## src/hdl/slr_pkg.sv

```systemverilog
`default_nettype none

package slr_pkg;

    localparam int unsigned VAL_W  = 31;
    localparam int unsigned MULT_W = 15;
    localparam int unsigned PROD_W = VAL_W + MULT_W;

    localparam logic [MULT_W-1:0] LCG_MULT    = 15'd16807;
    localparam logic [VAL_W-1:0]  LCG_MOD     = 31'h7FFF_FFFF;
    localparam logic [VAL_W-1:0]  CLAMP_LIMIT = 31'd2147483390;

    typedef enum logic [2:0] {
        ST_IDLE,
        ST_SEED_MUL,
        ST_SEED_FOLD,
        ST_GEN_MUL,
        ST_GEN_FOLD,
        ST_READ,
        ST_DONE
    } t_state;

    // product of the multiplier folded back mod 2^31-1
    function automatic logic [VAL_W-1:0] lcg_fold(input logic [PROD_W-1:0] p);
        logic [VAL_W:0] s;
        s = {1'b0, p[VAL_W-1:0]} + {{(VAL_W+1-MULT_W){1'b0}}, p[PROD_W-1:VAL_W]};
        if (s >= {1'b0, LCG_MOD}) begin
            s = s - {1'b0, LCG_MOD};
        end
        return s[VAL_W-1:0];
    endfunction

endpackage

`default_nettype wire

```

## src/hdl/slr_ram.sv

```systemverilog
`default_nettype none

module slr_ram #(
    parameter int unsigned WIDTH = 31,
    parameter int unsigned DEPTH = 32
) (
    input  wire                       i_clk,
    input  wire                       i_we,
    input  wire  [$clog2(DEPTH)-1:0]  i_waddr,
    input  wire  [WIDTH-1:0]          i_wdata,
    input  wire  [$clog2(DEPTH)-1:0]  i_raddr,
    output logic [WIDTH-1:0]          o_rdata
);

    logic [WIDTH-1:0] r_mem [DEPTH];

    always_ff @(posedge i_clk) begin
        if (i_we) begin
            r_mem[i_waddr] <= i_wdata;
        end
        o_rdata <= r_mem[i_raddr];
    end

endmodule

`default_nettype wire

```

## src/hdl/shuffled_lcg_random_unit.sv

```systemverilog
// a request steps through GEN_MUL, GEN_FOLD, READ and DONE; result stalls hold it in DONE
// reseed (restart set, or first request after reset) adds TABLE_SIZE+WARMUP_STEPS seed steps
// requests are taken only in ST_IDLE; one shared multiply/fold unit does each step as MUL
// then FOLD, and the slot index comes from parallel compares against the slot boundaries
// reset: synchronous active low; seed returns to 1 and the generator counts as unseeded
// the shuffle table is not cleared, the first request after reset reseeds before reading it
`default_nettype none

module shuffled_lcg_random_unit
    import slr_pkg::*;
#(
    parameter int unsigned TABLE_SIZE   = 32,
    parameter int unsigned WARMUP_STEPS = 8
) (
    input  wire                 i_clk,
    input  wire                 i_rst_n,
    // request channel
    input  wire                 i_valid,
    output logic                o_ready,
    input  wire                 i_restart,
    // result channel
    output logic                o_valid,
    input  wire                 i_ready,
    output logic [VAL_W-1:0]    o_value,
    output logic                o_clamped,
    // seed register write channel
    input  wire                 i_cfg_valid,
    output logic                o_cfg_ready,
    input  wire  [VAL_W-1:0]    i_cfg_data
);

    // slot index width
    localparam int unsigned AW = $clog2(TABLE_SIZE);
    // step counter covers the whole reseed sweep
    localparam int unsigned CW = $clog2(TABLE_SIZE + WARMUP_STEPS);
    localparam longint unsigned SLOT_DIV = 1 + 64'd2147483646 / TABLE_SIZE;
    localparam logic [CW-1:0]  SEED_STEPS = CW'(TABLE_SIZE + WARMUP_STEPS - 1);
    localparam logic [CW:0]    TBL_LIMIT  = (CW+1)'(TABLE_SIZE);

    t_state              r_state, n_state;
    logic [VAL_W-1:0]    r_seed;
    logic [VAL_W-1:0]    r_gen;
    logic [VAL_W-1:0]    r_last;
    logic [PROD_W-1:0]   r_prod;
    logic [CW-1:0]       r_cnt;
    logic                r_out_valid;
    logic [VAL_W-1:0]    r_out_value;

    logic                in_acc;
    logic                need_seed;
    logic                out_free;
    logic [VAL_W-1:0]    fold_val;
    logic [VAL_W-1:0]    seed_fix;
    logic [AW-1:0]       slot;

    logic                ram_we;
    logic [AW-1:0]       ram_waddr;
    logic [VAL_W-1:0]    ram_wdata;
    logic [VAL_W-1:0]    ram_rdata;

    assign in_acc    = i_valid && o_ready;
    // an unseeded generator always reseeds, whatever restart says
    assign need_seed = i_restart || (r_last == '0);
    // result register can take a new word
    assign out_free  = !r_out_valid || i_ready;
    assign fold_val  = lcg_fold(r_prod);
    // zero is a fixed point of the map and the modulus itself maps to zero
    assign seed_fix  = ((r_seed == '0) || (r_seed == LCG_MOD)) ? VAL_W'(1) : r_seed;

    // slot = previous output / SLOT_DIV, one compare per slot boundary
    always_comb begin
        slot = '0;
        for (int k = 1; k < TABLE_SIZE; k++) begin
            if (r_last >= VAL_W'(SLOT_DIV * 64'(k))) begin
                slot = AW'(k);
            end
        end
    end

    // seed register, writes land only while idle
    assign o_cfg_ready = (r_state == ST_IDLE) && !i_valid;

    always_ff @(posedge i_clk) begin
        if (!i_rst_n) begin
            r_seed <= VAL_W'(1);
        end else if (i_cfg_valid && o_cfg_ready) begin
            r_seed <= i_cfg_data;
        end
    end

    // sequencer next state
    always_comb begin
        n_state = r_state;
        unique case (r_state)
            ST_IDLE: begin
                if (in_acc) begin
                    n_state = need_seed ? ST_SEED_MUL : ST_GEN_MUL;
                end
            end
            ST_SEED_MUL:  n_state = ST_SEED_FOLD;
            ST_SEED_FOLD: n_state = (r_cnt == '0) ? ST_GEN_MUL : ST_SEED_MUL;
            ST_GEN_MUL:   n_state = ST_GEN_FOLD;
            ST_GEN_FOLD:  n_state = ST_READ;
            ST_READ:      n_state = ST_DONE;
            ST_DONE:      n_state = out_free ? ST_IDLE : ST_DONE;
            default:      n_state = ST_IDLE;
        endcase
    end

    // sequencer outputs: handshake and table write port
    always_comb begin
        o_ready   = 1'b0;
        ram_we    = 1'b0;
        ram_waddr = slot;
        ram_wdata = r_gen;
        unique case (r_state)
            ST_IDLE: o_ready = 1'b1;
            ST_SEED_FOLD: begin
                // the last TABLE_SIZE steps fill the table from the top slot down
                ram_we    = ({1'b0, r_cnt} < TBL_LIMIT);
                ram_waddr = r_cnt[AW-1:0];
                ram_wdata = fold_val;
            end
            ST_DONE: ram_we = out_free;
            default: ;
        endcase
    end

    always_ff @(posedge i_clk) begin
        if (!i_rst_n) begin
            r_state <= ST_IDLE;
        end else begin
            r_state <= n_state;
        end
    end

    // generator and step counter datapath
    always_ff @(posedge i_clk) begin
        case (r_state) inside
            ST_IDLE: begin
                if (in_acc && need_seed) begin
                    r_gen <= seed_fix;
                    r_cnt <= SEED_STEPS;
                end
            end
            ST_SEED_MUL, ST_GEN_MUL: begin
                r_prod <= PROD_W'(r_gen) * PROD_W'(LCG_MULT);
            end
            ST_SEED_FOLD: begin
                r_gen <= fold_val;
                if (r_cnt != '0) begin
                    r_cnt <= r_cnt - CW'(1);
                end
            end
            ST_GEN_FOLD: begin
                r_gen <= fold_val;
            end
            default: ;
        endcase
    end

    // last output: slot 0 after a reseed, the table word after a request
    always_ff @(posedge i_clk) begin
        if (!i_rst_n) begin
            r_last <= '0;
        end else if ((r_state == ST_SEED_FOLD) && (r_cnt == '0)) begin
            r_last <= fold_val;
        end else if ((r_state == ST_DONE) && out_free) begin
            r_last <= ram_rdata;
        end
    end

    // result register parts the sequencer from the consumer
    always_ff @(posedge i_clk) begin
        if (!i_rst_n) begin
            r_out_valid <= 1'b0;
        end else if ((r_state == ST_DONE) && out_free) begin
            r_out_valid <= 1'b1;
        end else if (i_ready) begin
            r_out_valid <= 1'b0;
        end
    end

    always_ff @(posedge i_clk) begin
        if ((r_state == ST_DONE) && out_free) begin
            r_out_value <= ram_rdata;
        end
    end

    assign o_valid   = r_out_valid;
    assign o_value   = r_out_value;
    assign o_clamped = (r_out_value >= CLAMP_LIMIT);

    // shuffle table, read port follows the slot index
    slr_ram #(
        .WIDTH (VAL_W),
        .DEPTH (TABLE_SIZE)
    ) u_table (
        .i_clk   (i_clk),
        .i_we    (ram_we),
        .i_waddr (ram_waddr),
        .i_wdata (ram_wdata),
        .i_raddr (slot),
        .o_rdata (ram_rdata)
    );

    a_restart_seeds: assert property (@(posedge i_clk) disable iff (!i_rst_n)
        (in_acc && i_restart) |=> (r_state == ST_SEED_MUL))
        else $error("restart transaction did not start a reseed");

    a_seeded_before_gen: assert property (@(posedge i_clk) disable iff (!i_rst_n)
        (r_state == ST_GEN_FOLD) |-> (r_last != '0))
        else $error("generator stepped while unseeded");

    a_cfg_while_idle: assert property (@(posedge i_clk) disable iff (!i_rst_n)
        (i_cfg_valid && o_cfg_ready) |-> ((r_state == ST_IDLE) && !i_valid))
        else $error("seed written while a transaction was in flight");

    a_value_range: assert property (@(posedge i_clk) disable iff (!i_rst_n)
        o_valid |-> ((o_value != '0) && (o_value != LCG_MOD)))
        else $error("result outside generator range");

    a_done_updates_last: assert property (@(posedge i_clk) disable iff (!i_rst_n)
        ((r_state == ST_DONE) && out_free) |=> (o_valid && (r_last == o_value)))
        else $error("result and last output disagree");

endmodule

`default_nettype wire

```

## config.mk

```make
export PLATFORM = sky130hd
export DESIGN_NAME = shuffled_lcg_random_unit
export DESIGN_NICKNAME = d
export VERILOG_FILES = /design/src/hdl/slr_pkg.sv /design/src/hdl/slr_ram.sv /design/src/hdl/shuffled_lcg_random_unit.sv
export SDC_FILE = /design/constraint.sdc
export NUM_CORES = 2
export LEC_CHECK = 0
export BUFFER_PORTS_ARGS = -buffer_cell sky130_fd_sc_hd__buf_2
export CORE_MARGIN = 8
export CORE_UTILIZATION = 55
export DETAILED_ROUTE_END_ITERATION = 10
export PLACE_DENSITY = 0.72
export SYNTH_ARGS = -nofsm -noshare
export SYNTH_HDL_FRONTEND = slang
export SYNTH_SLANG_ARGS = --single-unit
```

## constraint.sdc

```tcl
create_clock -name i_clk -period 8.7 [get_ports i_clk]
set_clock_uncertainty 0.1 [all_clocks]
set_input_delay 1.305 -clock i_clk [delete_from_list [all_inputs] [get_ports i_clk]]
set_output_delay 1.305 -clock i_clk [all_outputs]
set_load 0.01 [all_outputs]
```

==> key figures <==
Logic synthesis
  • Syn avg cell area: approximately 17 um^2
  • Top FF cell, synth: edfxtp_1
  • Ys Warns: 0
  • Register area share after synthesis: 0.638
  • Asr flop ratio synth: 0
  • Syn_nets: roughly 3600
  • Post-Synthesis Cells: 3236
  • Post-synth EDFFs: 1106
  • Synth unique cells: 93
  • Area of the mapped netlist: roughly 55000 um^2
  • Post-synthesis register bit count: 1203

Detailed routing
  • Residual DRC count: 0
  • DRT iter0 DRCs: between 4000 and 5000
  • Via-per-instance ratio: ~6.6
  • First drt pass iteration count: 6
  • DRT Wirelength: 152000 um
  • Total number of vias: around 32000
  • ANT nets after route: 0
  • Wirelength per Cell: ~32 um

Run status
  • Failing checks: capacitance limit
  • Outcome: finished with violations

Die
  • Initial cell density of the core: 0.553
  • IO Count: slightly above 70
  • Die Ht: around 330 um
  • Die W: approximately 330 um
  • Core region area: approximately 100000 um^2
  • FP Rows: roughly 120
  • Die Area: 111000 um^2

Timing
  • Fmax: 145 MHz
  • Max-slew violations: 0
  • Period utilisation layout: 0.795
  • Slew @ Worst Pin: 1.49 ns
  • Setup total negative slack: 0 ns
  • RSZ-0062 raised after global routing: no
  • Worst Slack Setup Final: 1.78 ns
  • Min Tclk post-route: 6.92 ns
  • Slew headroom: 0.00404
  • Final Hold Viols: 0
  • Setup-failing EPs final: 0

Critical path
  • Most frequent CP cell: fa_1
  • CP required: between 9 and 10 ns
  • Crit Reg-Reg Endpoint: r_prod[43]$_DFFE_PP_
  • Crit start category: register
  • Buffer and inverter count on the worst path: 3
  • RR Startpoint: r_gen[16]$_DFFE_PP_
  • Reg2reg path depth: 19
  • Critical-path cell list: inv_1 -> fa_1 -> inv_1 -> ha_1 -> fa_1 -> fa_1 -> fa_1 -> fa_1 -> ha_1 -> and2_1 -> a221oi_1 -> o21ai_0 -> a31oi_1 -> o311ai_0 -> buf_4 -> a2111oi_0 -> o31ai_1 -> a21oi_1 -> xnor2_1
  • Crit path max-delay cell type: fa_1
  • CP Class: register to register
  • Crit path max-delay family: adder cells
  • R2r setup slk: about 1.8 ns
  • Crit. End Element: register
  • CP max FO: 6
  • Slowest Stage Delay on Critical Path: 0.57 ns
  • Worst Path Arrival: 7.23 ns

Cells and area
  • Synth-to-Final Area Change: 11.7%
  • Core Util, Final: 0.617
  • Storage cell area: ~35000 um^2
  • Multi-input logic area: roughly 19000 um^2
  • Nets@finish: approximately 3700
  • Layout cells sized above 1: 0.223
  • Filler cell count: about 7000

Worst hold path
  • Hold Path Class: register to register
  • Hold Path End: o_value[23]$_DFFE_PP_
  • Hold-critical path depth: 0
  • Worst min-delay path startpoint: u_table.o_rdata[23]$_DFF_P_

Global route
  • Global-route wire length before repair: 220000 um
  • Vias in the first global route: between 30000 and 40000
  • Initial antenna violation count: 6
  • Largest net degree at the start of global routing: between 100 and 150
  • Grt ovf: 0
  • Global Route Usage Sum: 0.272

Place
  • Worst slack at placement: ~1.8 ns
  • DPL Wire Length: between 90000 and 100000 um
  • Routability Congestion: between 0.9 and 1
  • I/O Buffers: between 70 and 80

Clock tree
  • Root buffer cell: clkbuf_16
  • Cts bufs inserted: 117
  • CTS HTree Levels: 3
  • CTS tree: built
  • Setup bufs post-CTS: 0
  • Hold-fix buffers, CTS: 0
  • Clock Pin Slew Worst Setup and Hold Paths: approximately 0.06 ns
  • Clk sinks: 1203
  • Post-cts resize count: 0
  • Clock Latency Late Sink: around 0.74 ns
  • CTS Buffer Depth: 3

Run
  • Max Cap Viol: 1
placed cells by master, fill, tap and decap left out, drive strengths merged, types with 64 or more instances in the layout:
cell | synthesis | routed
nand2 | 220 | 220
a21oi | 92 | 92
mux4 | 310 | 310
buf | 38 | 146
o21ai | 64 | 64
inv | 172 | 176
ha | 204 | 204
fa | 134 | 134
nor2 | 116 | 116
edfxtp | 1106 | 1106
dfxtp | 97 | 97
clkbuf | 105 | 146
Yosys cell counts, drive strengths merged, types with 8 or more instances:
library cell / number / area share
nand4: 33 / 0.0037
nor2: 116 / 0.0079
fa: 134 / 0.049
buf: 38 / 0.0037
o21a: 12 / 0.0016
a311oi: 9 / 0.0017
xor2: 22 / 0.0035
nor2b: 10 / 0.0011
nor4: 27 / 0.0031
xnor2: 39 / 0.0062
nand2: 220 / 0.015
and3: 29 / 0.0033
and2: 16 / 0.0018
edfxtp: 1106 / 0.60
o211a: 8 / 0.0015
mux2i: 14 / 0.0025
o31ai: 16 / 0.0022
nand3: 46 / 0.0042
ha: 204 / 0.046
nand2b: 9 / 0.0010
mux4: 310 / 0.13
a31o: 8 / 0.0013
a211oi: 23 / 0.0032
a31oi: 14 / 0.0019
inv: 172 / 0.012
or3: 14 / 0.0016
dfxtp: 97 / 0.035
a21oi: 92 / 0.0084
a21o: 26 / 0.0036
o211ai: 17 / 0.0027
clkbuf: 105 / 0.0072
nor3: 42 / 0.0039
mux2: 33 / 0.0067
o21ai: 64 / 0.0058
sequential cells by signal, indices dropped and copies added, names as in the netlist:
name / flops
r_gen: 31
u_table.o_rdata: 31
r_last: 31
r_state: 3
r_prod: 46
o_value: 31
r_cnt: 6
r_seed: 31
u_table.r_mem: 992
o_valid: 1
kinds of logic (layout without fill, tap and decap cells):
| group | after synthesis | in the layout | share of synthesized area |
|---|---|---|---|
| buffers and inverters | 316 | 539 | 0.0228 |
| other | 0 | 7 | 0 |
| and+or+nand+nor | 592 | 592 | 0.0514 |
| AOI/OAI and AO/OA | 369 | 369 | 0.0470 |
| muxes | 357 | 357 | 0.136 |
| adders and majority gates | 338 | 338 | 0.0950 |
| xor gates and xnor gates | 61 | 61 | 0.00970 |
| DFF | 1203 | 1203 | 0.638 |
worst max path at each step:
stage | startpoint | to | slack [ns] | cells after the start
2_1_floorplan | r_gen[25]$_DFFE_PP_ | r_prod[44]$_DFFE_PP_ | 2.54 | 19
3_3_place_gp | r_gen[15]$_DFFE_PP_ | r_prod[43]$_DFFE_PP_ | 1.88 | 19
3_5_place_dp | r_gen[15]$_DFFE_PP_ | r_prod[43]$_DFFE_PP_ | 1.84 | 19
4_1_cts | r_gen[15]$_DFFE_PP_ | r_prod[43]$_DFFE_PP_ | 1.75 | 19
5_1_grt | r_gen[25]$_DFFE_PP_ | r_prod[44]$_DFFE_PP_ | 1.39 | 18
6_report | r_gen[16]$_DFFE_PP_ | r_prod[43]$_DFFE_PP_ | 1.78 | 19
cell type report:
class / count / area share
Sequential cell: 1203 / 0.571
Multi-Input combinational cell: 1717 / 0.311
Clock buffer: 146 / 0.0507
Tap cell: 1298 / 0.0264
Timing Repair Buffer: 146 / 0.0151
Clock inverter: 75 / 0.0145
Inverter: 172 / 0.0105
Antenna cell: 7 / 0.000285
metal layers:
| layer | vias to the layer above | share of wire | wire length [um] | GRT usage |
|---|---|---|---|---|
| met1 | 16395 | 0.38 | 58500 | 0.367 |
| li1 | 13010 | - | - | - |
| met4 | 0 | 0.045 | 6830 | 0.112 |
| met5 | - | 0 | 0 | 0 |
| met3 | 342 | 0.090 | 13700 | 0.0466 |
| met2 | 1849 | 0.48 | 73100 | 0.442 |
stage by stage:
stage	instance area [um^2]	instances	hold WS, ns
2_1_floorplan	55100	3236	0.308
3_3_place_gp	57500	4536	0.333
3_5_place_dp	57500	4536	0.331
4_1_cts	61500	4757	0.354
5_1_grt	61500	4757	0.372
6_report	61600	4764	0.365
Power is left out: the tool's default activity adds up to more than one toggle a clock period on the data nets, which glitch-free logic cannot reach.
